===== config.mk =====
export PLATFORM = sky130hd
export DESIGN_NAME = sliding_window_anagram_search_top
export DESIGN_NICKNAME = d
export VERILOG_FILES = /design/src/rtl/core/swas_pkg.sv /design/src/rtl/core/swas_ram.sv /design/src/rtl/core/swas_hist.sv /design/src/rtl/core/sliding_window_anagram_search_top.sv
export SDC_FILE = /design/constraint.sdc
export NUM_CORES = 2
export LEC_CHECK = 0
export ABC_AREA = 1
export ABC_CLOCK_PERIOD_IN_PS = 14760
export BUFFER_PORTS_ARGS = -buffer_cell sky130_fd_sc_hd__buf_2
export CAP_MARGIN = 20
export CELL_PAD_IN_SITES_DETAIL_PLACEMENT = 2
export CELL_PAD_IN_SITES_GLOBAL_PLACEMENT = 2
export CORE_UTILIZATION = 30
export DETAILED_ROUTE_END_ITERATION = 10
export GPL_TIMING_DRIVEN = 0
export PLACE_DENSITY_LB_ADDON = 0.2
export REMOVE_ABC_BUFFERS = 1
export SLEW_MARGIN = 0
export SYNTH_ARGS = -nofsm -noshare
export SYNTH_HDL_FRONTEND = slang
export SYNTH_HIERARCHICAL = 1
export SYNTH_SLANG_ARGS = --single-unit
export TNS_END_PERCENT = 10

===== constraint.sdc =====
create_clock -name clock -period 14.76 [get_ports clock]
set_input_delay 0.738 -clock clock [delete_from_list [all_inputs] [get_ports clock]]
set_output_delay 0.738 -clock clock [all_outputs]
set_load 0.1 [all_outputs]

===== src/rtl/core/swas_pkg.sv =====
package swas_pkg;

   localparam int WINDOW_MAX_DEF = 64;
   localparam int ALPHABET_DEF   = 26;

   localparam int KIND_W   = 2;
   localparam int LETTER_W = 5;
   localparam int INDEX_W  = 16;
   localparam int TEXT_W   = 17;

   localparam logic [TEXT_W-1:0]  TEXT_COUNT_MAX  = {TEXT_W{1'b1}};
   localparam logic [INDEX_W-1:0] START_INDEX_MAX = {INDEX_W{1'b1}};

   localparam logic [KIND_W-1:0] KIND_CLEAR   = 2'd0;
   localparam logic [KIND_W-1:0] KIND_PATTERN = 2'd1;
   localparam logic [KIND_W-1:0] KIND_TEXT    = 2'd2;

   // histogram update for one request
   typedef struct packed {
      logic                valid;
      logic                clear;
      logic                pat_add;
      logic                win_add;
      logic                win_remove;
      logic [LETTER_W-1:0] letter;
      logic [LETTER_W-1:0] gone;
   } hist_cmd_type;

endpackage


===== src/rtl/core/swas_ram.sv =====
module swas_ram #(
   parameter int DATA_W = 5,
   parameter int DEPTH  = 64,
   localparam int ADDR_W = (DEPTH > 1) ? $clog2(DEPTH) : 1
) (
   input  logic              clock,
   input  logic              we,
   input  logic [ADDR_W-1:0] waddr,
   input  logic [DATA_W-1:0] wdata,
   input  logic              re,
   input  logic [ADDR_W-1:0] raddr,
   output logic [DATA_W-1:0] rdata
);

   logic [DATA_W-1:0] mem [DEPTH];
   logic [DATA_W-1:0] rdata_ff;

   // read-first on a same-address collision
   always_ff @(posedge clock) begin
      if (we) begin
         mem[waddr] <= wdata;
      end
      if (re) begin
         rdata_ff <= mem[raddr];
      end
   end

   assign rdata = rdata_ff;

endmodule


===== src/rtl/core/swas_hist.sv =====
module swas_hist #(
   parameter int WINDOW_MAX = swas_pkg::WINDOW_MAX_DEF,
   parameter int ALPHABET   = swas_pkg::ALPHABET_DEF
) (
   input  logic                   clock,
   input  logic                   reset,
   input  logic                   enable,
   input  swas_pkg::hist_cmd_type cmd,
   output logic                   all_equal
);

   localparam int CNT_W = $clog2(WINDOW_MAX + 1);

   logic [CNT_W-1:0] pat_cnt_ff [ALPHABET];
   logic [CNT_W-1:0] win_cnt_ff [ALPHABET];
   logic [ALPHABET-1:0] eq;

   for (genvar i = 0; i < ALPHABET; i++) begin : g_lane
      logic             hit_add;
      logic             hit_gone;
      logic             pat_inc;
      logic             win_inc;
      logic             win_dec;
      logic [CNT_W-1:0] pat_cnt_in;
      logic [CNT_W-1:0] win_cnt_in;

      assign hit_add  = (int'(cmd.letter) == i);
      assign hit_gone = (int'(cmd.gone) == i);
      assign pat_inc  = cmd.pat_add && hit_add;
      assign win_inc  = cmd.win_add && hit_add;
      assign win_dec  = cmd.win_remove && hit_gone && (win_cnt_ff[i] != '0);

      always_comb begin
         pat_cnt_in = pat_cnt_ff[i] + CNT_W'(pat_inc);
         win_cnt_in = win_cnt_ff[i] + CNT_W'(win_inc) - CNT_W'(win_dec);
         if (cmd.clear) begin
            pat_cnt_in = '0;
            win_cnt_in = '0;
         end
      end

      always_ff @(posedge clock) begin
         if (reset) begin
            pat_cnt_ff[i] <= '0;
            win_cnt_ff[i] <= '0;
         end else if (enable && cmd.valid) begin
            pat_cnt_ff[i] <= pat_cnt_in;
            win_cnt_ff[i] <= win_cnt_in;
         end
      end

      assign eq[i] = (pat_cnt_ff[i] == win_cnt_ff[i]);
   end

   assign all_equal = &eq;

endmodule


===== src/rtl/core/sliding_window_anagram_search_top.sv =====
// channel  dir  ports                                  request
// req      in   req_valid req_ready req_kind req_letter   clear / pattern letter / text letter
// rsp      out  rsp_valid rsp_ready rsp_start_index      start of a matching window
//
// One request per cycle while req_ready is high; a result leaves through the pipeline below.
// Pipeline: front state + ring RAM read, histogram lanes, match compare + output reg.
// Synchronous active-high reset clears all counters and histograms; ring contents kept.
// req_ready falls only while a result sits in the output register unaccepted.
module sliding_window_anagram_search_top #(
   parameter int WINDOW_MAX = swas_pkg::WINDOW_MAX_DEF,
   parameter int ALPHABET   = swas_pkg::ALPHABET_DEF
) (
   input  logic                          clock,
   input  logic                          reset,
   input  logic                          req_valid,
   output logic                          req_ready,
   input  logic [swas_pkg::KIND_W-1:0]   req_kind,
   input  logic [swas_pkg::LETTER_W-1:0] req_letter,
   output logic                          rsp_valid,
   input  logic                          rsp_ready,
   output logic [swas_pkg::INDEX_W-1:0]  rsp_start_index
);

   localparam int RW   = (WINDOW_MAX > 1) ? $clog2(WINDOW_MAX) : 1;
   localparam int AW   = RW + 1;
   localparam int PL_W = $clog2(WINDOW_MAX + 1);
   localparam int TW   = swas_pkg::TEXT_W;
   localparam int IW   = swas_pkg::INDEX_W;
   localparam int LW   = swas_pkg::LETTER_W;

   logic advance;
   logic accept;

   // front state
   logic [PL_W-1:0] plen_ff, plen_in;
   logic [TW-1:0]   text_count_ff, text_count_in;
   logic [RW-1:0]   ring_ff, ring_in;

   // stage 1
   logic          s1_valid_ff, s1_valid_in;
   logic          s1_clear_ff, s1_clear_in;
   logic          s1_pat_ff, s1_pat_in;
   logic          s1_add_ff, s1_add_in;
   logic          s1_remove_ff, s1_remove_in;
   logic          s1_cand_ff, s1_cand_in;
   logic [IW-1:0] s1_start_ff, s1_start_in;
   logic [LW-1:0] s1_letter_ff;

   // stage 2
   logic          s2_cand_ff, s2_cand_in;
   logic [IW-1:0] s2_start_ff;

   // output
   logic          rsp_valid_ff, rsp_valid_in;
   logic [IW-1:0] rsp_start_index_ff;

   logic          is_clear, letter_ok, is_pat, is_text, has_pat;
   logic [TW-1:0] tc_next, start_full;
   logic [AW-1:0] old_diff;
   logic [RW-1:0] old_slot;
   logic [LW-1:0] gone;
   logic          all_equal;

   swas_pkg::hist_cmd_type cmd;

   assign advance   = !rsp_valid_ff || rsp_ready;
   assign req_ready = advance;
   assign accept    = req_valid && advance;

   assign is_clear  = (req_kind == swas_pkg::KIND_CLEAR);
   assign letter_ok = (int'(req_letter) < ALPHABET);
   assign is_pat    = (req_kind == swas_pkg::KIND_PATTERN) && letter_ok
                      && (text_count_ff == '0) && (plen_ff < PL_W'(WINDOW_MAX));
   assign is_text   = (req_kind == swas_pkg::KIND_TEXT) && letter_ok;
   assign has_pat   = (plen_ff != '0);

   assign tc_next    = (text_count_ff == swas_pkg::TEXT_COUNT_MAX) ?
                       text_count_ff : text_count_ff + TW'(1);
   assign start_full = tc_next - TW'(plen_ff);

   assign old_diff = AW'(ring_ff) + AW'(WINDOW_MAX) - AW'(plen_ff);
   assign old_slot = (old_diff >= AW'(WINDOW_MAX)) ?
                     RW'(old_diff - AW'(WINDOW_MAX)) : RW'(old_diff);

   always_comb begin
      plen_in       = plen_ff;
      text_count_in = text_count_ff;
      ring_in       = ring_ff;
      if (is_clear) begin
         plen_in       = '0;
         text_count_in = '0;
         ring_in       = '0;
      end else if (is_pat) begin
         plen_in = plen_ff + PL_W'(1);
      end else if (is_text) begin
         text_count_in = tc_next;
         ring_in       = (ring_ff == RW'(WINDOW_MAX - 1)) ? '0 : ring_ff + RW'(1);
      end
   end

   always_comb begin
      s1_valid_in  = accept && (is_clear || is_pat || is_text);
      s1_clear_in  = is_clear;
      s1_pat_in    = is_pat;
      s1_add_in    = is_text && has_pat;
      s1_remove_in = is_text && has_pat && (text_count_ff >= TW'(plen_ff));
      s1_cand_in   = is_text && has_pat && (tc_next >= TW'(plen_ff));
      s1_start_in  = (start_full > TW'(swas_pkg::START_INDEX_MAX)) ?
                     swas_pkg::START_INDEX_MAX : IW'(start_full);
   end

   always_ff @(posedge clock) begin
      if (reset) begin
         plen_ff       <= '0;
         text_count_ff <= '0;
         ring_ff       <= '0;
      end else if (accept) begin
         plen_ff       <= plen_in;
         text_count_ff <= text_count_in;
         ring_ff       <= ring_in;
      end
   end

   swas_ram #(
      .DATA_W (LW),
      .DEPTH  (WINDOW_MAX)
   ) u_ring (
      .clock (clock),
      .we    (accept && is_text),
      .waddr (ring_ff),
      .wdata (req_letter),
      .re    (advance),
      .raddr (old_slot),
      .rdata (gone)
   );

   always_ff @(posedge clock) begin
      if (reset) begin
         s1_valid_ff <= 1'b0;
      end else if (advance) begin
         s1_valid_ff <= s1_valid_in;
      end
   end

   always_ff @(posedge clock) begin
      if (advance) begin
         s1_clear_ff  <= s1_clear_in;
         s1_pat_ff    <= s1_pat_in;
         s1_add_ff    <= s1_add_in;
         s1_remove_ff <= s1_remove_in;
         s1_cand_ff   <= s1_cand_in;
         s1_start_ff  <= s1_start_in;
         s1_letter_ff <= req_letter;
      end
   end

   always_comb begin
      cmd.valid      = s1_valid_ff;
      cmd.clear      = s1_clear_ff;
      cmd.pat_add    = s1_pat_ff;
      cmd.win_add    = s1_add_ff;
      cmd.win_remove = s1_remove_ff;
      cmd.letter     = s1_letter_ff;
      cmd.gone       = gone;
   end

   swas_hist #(
      .WINDOW_MAX (WINDOW_MAX),
      .ALPHABET   (ALPHABET)
   ) u_hist (
      .clock     (clock),
      .reset     (reset),
      .enable    (advance),
      .cmd       (cmd),
      .all_equal (all_equal)
   );

   assign s2_cand_in = s1_valid_ff && s1_cand_ff;

   always_ff @(posedge clock) begin
      if (reset) begin
         s2_cand_ff <= 1'b0;
      end else if (advance) begin
         s2_cand_ff <= s2_cand_in;
      end
   end

   always_ff @(posedge clock) begin
      if (advance) begin
         s2_start_ff <= s1_start_ff;
      end
   end

   // lanes now hold the counts left by the stage-2 request
   assign rsp_valid_in = advance ? (s2_cand_ff && all_equal) : rsp_valid_ff;

   always_ff @(posedge clock) begin
      if (reset) begin
         rsp_valid_ff <= 1'b0;
      end else begin
         rsp_valid_ff <= rsp_valid_in;
      end
   end

   always_ff @(posedge clock) begin
      if (advance) begin
         rsp_start_index_ff <= s2_start_ff;
      end
   end

   assign rsp_valid       = rsp_valid_ff;
   assign rsp_start_index = rsp_start_index_ff;

   a_plen_bound: assert property (@(posedge clock) disable iff (reset)
      plen_ff <= PL_W'(WINDOW_MAX))
      else $error("pattern length beyond window");

   a_ring_bound: assert property (@(posedge clock) disable iff (reset)
      ring_ff <= RW'(WINDOW_MAX - 1))
      else $error("ring pointer out of range");

   a_clear_front: assert property (@(posedge clock) disable iff (reset)
      accept && is_clear |=> plen_ff == '0 && text_count_ff == '0 && ring_ff == '0)
      else $error("clear did not reset front state");

   a_plen_frozen: assert property (@(posedge clock) disable iff (reset)
      accept && !is_clear && text_count_ff != '0 |=> $stable(plen_ff))
      else $error("pattern grew after text began");

   a_rsp_source: assert property (@(posedge clock) disable iff (reset)
      $rose(rsp_valid_ff) |-> $past(s2_cand_ff))
      else $error("result without a candidate");

endmodule

== Word-level counts from Yosys, hierarchy flattened ==
Memory sizes are Yosys's and may differ from the RTL's. A register that Yosys moved wholly into a read port is not among the register bits.
Cells that the tools add are included.

* $add $sub $neg: 85
* Multipliers: 0
* Divide/modulo/power cells: 0
* Magnitude comparators: 6
* Equality and inequality tests: 81
* Shift operators: 0
* Mux-type cells: 122
* Bitwise operators: 52
* Reductions and logical operators: 157

{| class="wikitable"
|+ Operator list
! operator !! count
|-
| $mux W7 || 106
|-
| $add A7 B1 Y7 || 52
|-
| $reduce_bool A7 Y1 || 27
|-
| $eq A7 B7 Y1 || 26
|-
| $sub A7 B1 Y7 || 26
|-
| $eq A5 B5 Y1 const B || 32
|-
| $logic_and A1 B1 Y1 || 117
|-
| $mux W17 || 4
|-
| $eq A5 B4 Y1 const B || 12
|-
| $or A1 B1 Y1 || 52
|-
| $ge A17 B7 Y1 || 2
|-
| $mux W6 || 5
|-
| $reduce_and A26 Y1 || 1
|-
| $eq A5 B3 Y1 const B || 4
|-
| $add A17 B1 Y17 const B || 1
|-
| $eq A17 B17 Y1 const B || 1
|-
| $gt A17 B16 Y1 const B || 1
|-
| $logic_not A17 Y1 || 1
|-
| $sub A17 B7 Y17 || 1
|-
| $eq A5 B2 Y1 const B || 2
|-
| $logic_not A5 Y1 || 2
|-
| $add A6 B7 Y7 const B || 1
|-
| $add A7 B1 Y7 const B || 1
|-
| $ge A7 B7 Y1 const B || 1
|-
| other kinds (16) || 25
|}

* Register bits: 91
* Bits in latches: 0
* Memory bits (writable): 684
* ROM bits: 0
* Input port bits: 11
* Output and inout port bits: 18
* Logic and storage cells: 521
* Memories: 3

{| class="wikitable"
|+ Memory list
! memory !! words !! width !! read ports !! clocked after memory_dff !! wr ports !! RTL line !! RTL
|-
| u_ring.mem || 64 || 5 || 1 || 1 || 1 || swas_ram.sv:15 || <nowiki>logic [DATA_W-1:0] mem [DEPTH];</nowiki>
|-
| u_hist.pat_cnt_ff || 26 || 7 || 26 || 0 || 26 || swas_hist.sv:14 || <nowiki>logic [CNT_W-1:0] pat_cnt_ff [ALPHABET];</nowiki>
|-
| u_hist.win_cnt_ff || 26 || 7 || 26 || 0 || 26 || swas_hist.sv:15 || <nowiki>logic [CNT_W-1:0] win_cnt_ff [ALPHABET];</nowiki>
|}

== Logic depth before layout (Yosys ltp) ==
* Word-level depth: 7
* Gate-level depth with buffers: 23
* Depth with buffers taken out: 21

== Hierarchy ==
The synthesis kept the hierarchy.

{| class="wikitable"
|+ By module, submodules not included
! module !! instances !! cells each !! area each (sq um)
|-
| swas_hist || 1 || 2940 || 25843.5
|-
| swas_ram || 1 || 1180 || 13486.7
|-
| sliding_window_anagram_search_top || 1 || 542 || 4927.2
|}

== Least setup slack after synthesis ==
OpenSTA, ideal clock, no wires.

* Kind: register -> register
* Start: register rsp_valid_ff, in the netlist rsp_valid
* End: memory u_hist/pat_cnt_ff[0][0] (netlist name), enable pin
* Setup time: 0.745 ns
* Arrival time: 10.805 ns
* Data required time: 14.015 ns
* Path slack: 3.210 ns
* Cell stages (with the launch flop): 6
* Clock period less this slack: 11.550 ns
* Cell sequence: dfxtp_1 inv_1 nor2_1 inv_1 nand2_1 nand2_1

{| class="wikitable"
|+ RTL lines
! what !! RTL line !! RTL
|-
| from (decl) || sliding_window_anagram_search_top.sv:54 || <nowiki>logic rsp_valid_ff, rsp_valid_in;</nowiki>
|-
| from (signal assigned) || sliding_window_anagram_search_top.sv:201 || <nowiki>rsp_valid_ff <= rsp_valid_in;</nowiki>
|-
| to (decl) || swas_hist.sv:14 ||
|}

==> results.rst <==
.. list-table::
   :header-rows: 1

   * - Metric
     - Value
   * - Status
     - completed
   * - Critical Path Start Type
     - register
   * - Ys flop type
     - edfxtp_1
   * - Worst endpoint data arrival time
     - just over 5 ns
   * - Total core area
     - approximately 150000 um2
   * - Max FO, Critical Path
     - 10
   * - TritonCTS clock tree
     - done
   * - Number of warnings printed during yosys synthesis
     - 6
   * - Critical Path Max Stage Delay
     - 0.95 ns
   * - Final setup vio count
     - 0
   * - Relative slew margins
     - 0.3005
   * - Portion of the post-synthesis area used by sequential elements
     - 0.5218
   * - HPWL reported at the end of detailed placement
     - 86.77 mm
   * - Die outline height
     - 386.1 um
   * - Number of DRC violations after detailed routing
     - 0
   * - Die area
     - between 100000 and 150000 um2
   * - Horizontal die dimension
     - 386.1 um
   * - GRT overflow
     - 0
   * - Post-Synth Adder-Cell Area
     - 0.1003
   * - Simple-gate area share of the yosys netlist
     - 0.1971
   * - Post-synthesis xor/xnor area fraction
     - 0.04413
   * - Number of inserted diodes
     - 0
   * - Number of flip-flops and latches in the synthesized netlist
     - 780
   * - Filler instances
     - 16090
   * - Largest vdd supply drop
     - 0.09522 mV
   * - Setup repair after global routing missed its margin
     - no
   * - Syn_area_per_cell
     - 9.493 um2
   * - Number of max-capacitance violations reported
     - 0
   * - Area of the mapped netlist
     - 44260 um2
   * - Ranking of synthesized cells by area
     - edfxtp_1, ha_1, nand2_1
   * - Hold Startpoint
     - rsp_ready
   * - Length of routed met2 wiring
     - 61.63 mm
   * - Number of optimization iterations in the first detailed-route pass
     - 4
   * - Share of final-layout standard cells stronger than drive strength 1
     - 0.05861
   * - Top achievable clock speed
     - between 200 and 250 MHz
   * - I/O Pins
     - 29
   * - Combinational family with the most area after synthesis
     - simple AND/OR/NAND/NOR gates
   * - Proportion of synthesized area in mux cells
     - 0
   * - Most frequent cell after synthesis
     - nand2_1
   * - Most common library cells after synthesis
     - nand2_1, edfxtp_1, inv_1, nor2_1, nand3_1
   * - Critical-path top delay cell
     - clkinv_1
   * - Total wire length
     - 126.1 mm
   * - Final core utilization
     - 0.3429
   * - Non-filler cells in the finished layout
     - 6694
   * - Reported leakage power
     - between 15 and 20 nW
   * - Number of enable-type register cells in the synthesized netlist
     - 747
   * - Portion of the clock cycle consumed by the worst path in the final layout
     - 0.3105
   * - Number of antenna violations at the first check in global routing
     - 0
   * - Top sig layer
     - met4
   * - # placed instances
     - around 6500
   * - Initial DRC count
     - 1133
   * - Cells after synthesis
     - 4662
   * - Min Tclk post-route
     - approximately 4.6 ns
   * - Global Route Usage Sum
     - 0.1699
   * - Root buffer cell
     - clkbuf_16
   * - Number of different library cells in the post-synthesis netlist
     - 52
   * - Ordered list of cells on the worst path
     - inv_1 -> nor2_1 -> clkinv_1 -> a311oi_1 -> ha_1 -> inv_1 -> ha_1 -> inv_1 -> fa_1 -> nor2_1 -> nor2_1 -> nor2_1 -> nor2_1 -> o21ai_0 -> o21ai_0 -> a21oi_1
   * - Number of clock sinks
     - 780
   * - Synthesized-area fraction occupied by ao, oa, aoi and oai cells
     - 0.07068
   * - Net count, final
     - 5051
   * - HP Class
     - input pin to register
   * - Nature of the critical path endpoint
     - register
   * - Global placement routability congestion
     - 0.7301
   * - Number of failing hold endpoints at the final stage
     - 0
   * - Met3 wire length
     - 3.052 mm
   * - Maximum number of pins on one net before global-route repair
     - approximately 110
   * - Transition time of the tightest slew-check pin
     - 1.047 ns
   * - Number of rows created at floorplan
     - 140
   * - WHS
     - ~0.42 ns
   * - Average via count per standard cell
     - 4.827
   * - Cell mode on critical path
     - nor2_1
   * - Initial Util
     - 0.3029
   * - Met1 Wirelength
     - ~59 mm
   * - Clock slew seen by the registers of the worst setup and hold paths
     - approximately 0.060 ns
   * - Launching element of the worst setup path
     - s1_remove_ff
   * - First-pass GRT wire length
     - 198.5 mm
   * - Number of H-tree branching levels
     - 3
   * - WL/cell
     - around 19 um
   * - Vias in the first global route
     - 34860
   * - Clock latency at the later pin of the worst-skew pair
     - 0.73 ns
   * - Buffer count from post-CTS setup fixing
     - 0
   * - Max Transition Viols Final
     - 0
   * - Number of nets with antenna violations after detailed routing
     - 0
   * - Layout-stage area growth over the synthesis result
     - 13.20%
   * - Vias after detailed routing
     - 32310
   * - Library cell with the largest summed area after synthesis
     - edfxtp_1
   * - Portion of synthesized cell area occupied by the leading cell type
     - 0.5068
   * - CTS Buf Count
     - 95
   * - PostCTS Resize Cnt
     - 0
   * - Share of flip-flops with an asynchronous set or reset after synthesis
     - 0
   * - Worst-case clock skew
     - 0.04300 ns
   * - Number of buffers on the longest clock path
     - 3
   * - Number of buffers added to fix hold violations after cts
     - 0
   * - Worst r2r src
     - s1_remove_ff
   * - Worst Path Required
     - 15.35 ns
   * - Category of the most critical setup path
     - register to register
   * - Number of port buffers
     - 28
   * - Total power per unit cell area
     - 116.9 nW/um2
==> sequential cells by signal, indices dropped and copies added (netlist names), 5 cells and up <==
name,flops
plen_ff,7
ring_ff,6
rsp_start_index,16
s1_letter_ff,5
s1_start_ff,16
s2_start_ff,16
text_count_ff,17
u_hist/pat_cnt_ff,182
u_hist/win_cnt_ff,182
u_ring/mem,320
u_ring/rdata,5
==> placed cells by master, fill, tap and decap left out, drive strengths merged, types with 2 or more instances in the layout <==
master | netlist | routed
a211oi | 5 | 5
a21oi | 304 | 304
a311oi | 7 | 7
a31oi | 4 | 4
and2 | 2 | 2
buf | 86 | 64
bufinv | 0 | 8
clkbuf | 35 | 124
clkinv | 9 | 41
clkinvlp | 0 | 5
dfxtp | 33 | 33
edfxtp | 747 | 747
fa | 28 | 28
ha | 310 | 310
inv | 583 | 586
nand2 | 867 | 867
nand3 | 373 | 373
nand4 | 45 | 45
nor2 | 576 | 576
nor3 | 67 | 67
nor3b | 43 | 43
nor4 | 17 | 17
o21a | 21 | 21
o21ai | 221 | 221
o21bai | 23 | 23
or2 | 26 | 26
xnor2 | 178 | 178
xor2 | 45 | 45
==> kinds of logic after synthesis <==
kind of cell             after synthesis
flip-flops                           780
AO/OA/AOI/OAI                        590
adder cells (fa/ha/maj)              338
XOR/XNOR                             223
buffers and inverters                713
AND/OR/NAND/NOR                     2018
==> per-layer routing <==
metal | track usage | vias to the layer above
met3 | 0.02508 | 146
met1 | 0.2233 | 16190
met4 | 0.03937 | 0
met5 | 0 | -
met2 | 0.2929 | 217
li1 | - | 15760
==> through the flow <==
stage | setup TNS (ns) | power, mW | worst slack, ns | area, um2
3_3_place_gp | -1497.95 | 3.549 | -2.978 | 46110
4_1_cts | 0 | 5.973 | 9.986 | 50070
3_5_place_dp | 0 | 3.540 | 9.833 | 46930
5_1_grt | 0 | 6.140 | 9.727 | 50100
2_1_floorplan | 0 | 3.228 | 3.210 | 43570
6_report | 0 | 5.858 | 10.18 | 50100
==> path summary, 6_finish.rpt <==
check                              to  slack (ns)  depth (start not counted)
max          u_hist/win_cnt_ff[0][27]       10.18                         16
min                        s2_cand_ff        0.42                          4
max reg2reg  u_hist/win_cnt_ff[0][27]       10.18                         16
min reg2reg       rsp_start_index[11]        0.42                          0
==> power by group <==
group,internal (mW),switching (mW),total [mW]
Sequential,2.54,0.0918,2.63
Combinational,0.256,0.589,0.846
Clock,1.37,1.02,2.38
==> area by class of cell <==
type	count	area [um2]	area share
well taps	1917	2399	0.04788
flip-flops and latches	780	23090	0.4609
multi-input cells	3169	18270	0.3646
repair buffers	64	948.4	0.01893
inverters	592	2252	0.04496
clock inverters	48	593.1	0.01184
clock buffers	124	2546	0.05082
==> critical path, delay by kind of cell, from the launching register on <==
kind	cells	cell delay [ns]
AOI/OAI and AO/OA	4	1.05
DFF	1	0.46
adders and majority gates	3	0.85
and+or+nand+nor	5	0.92
buffers and inverters	4	1.14
Power figures use the tool's default switching activity.
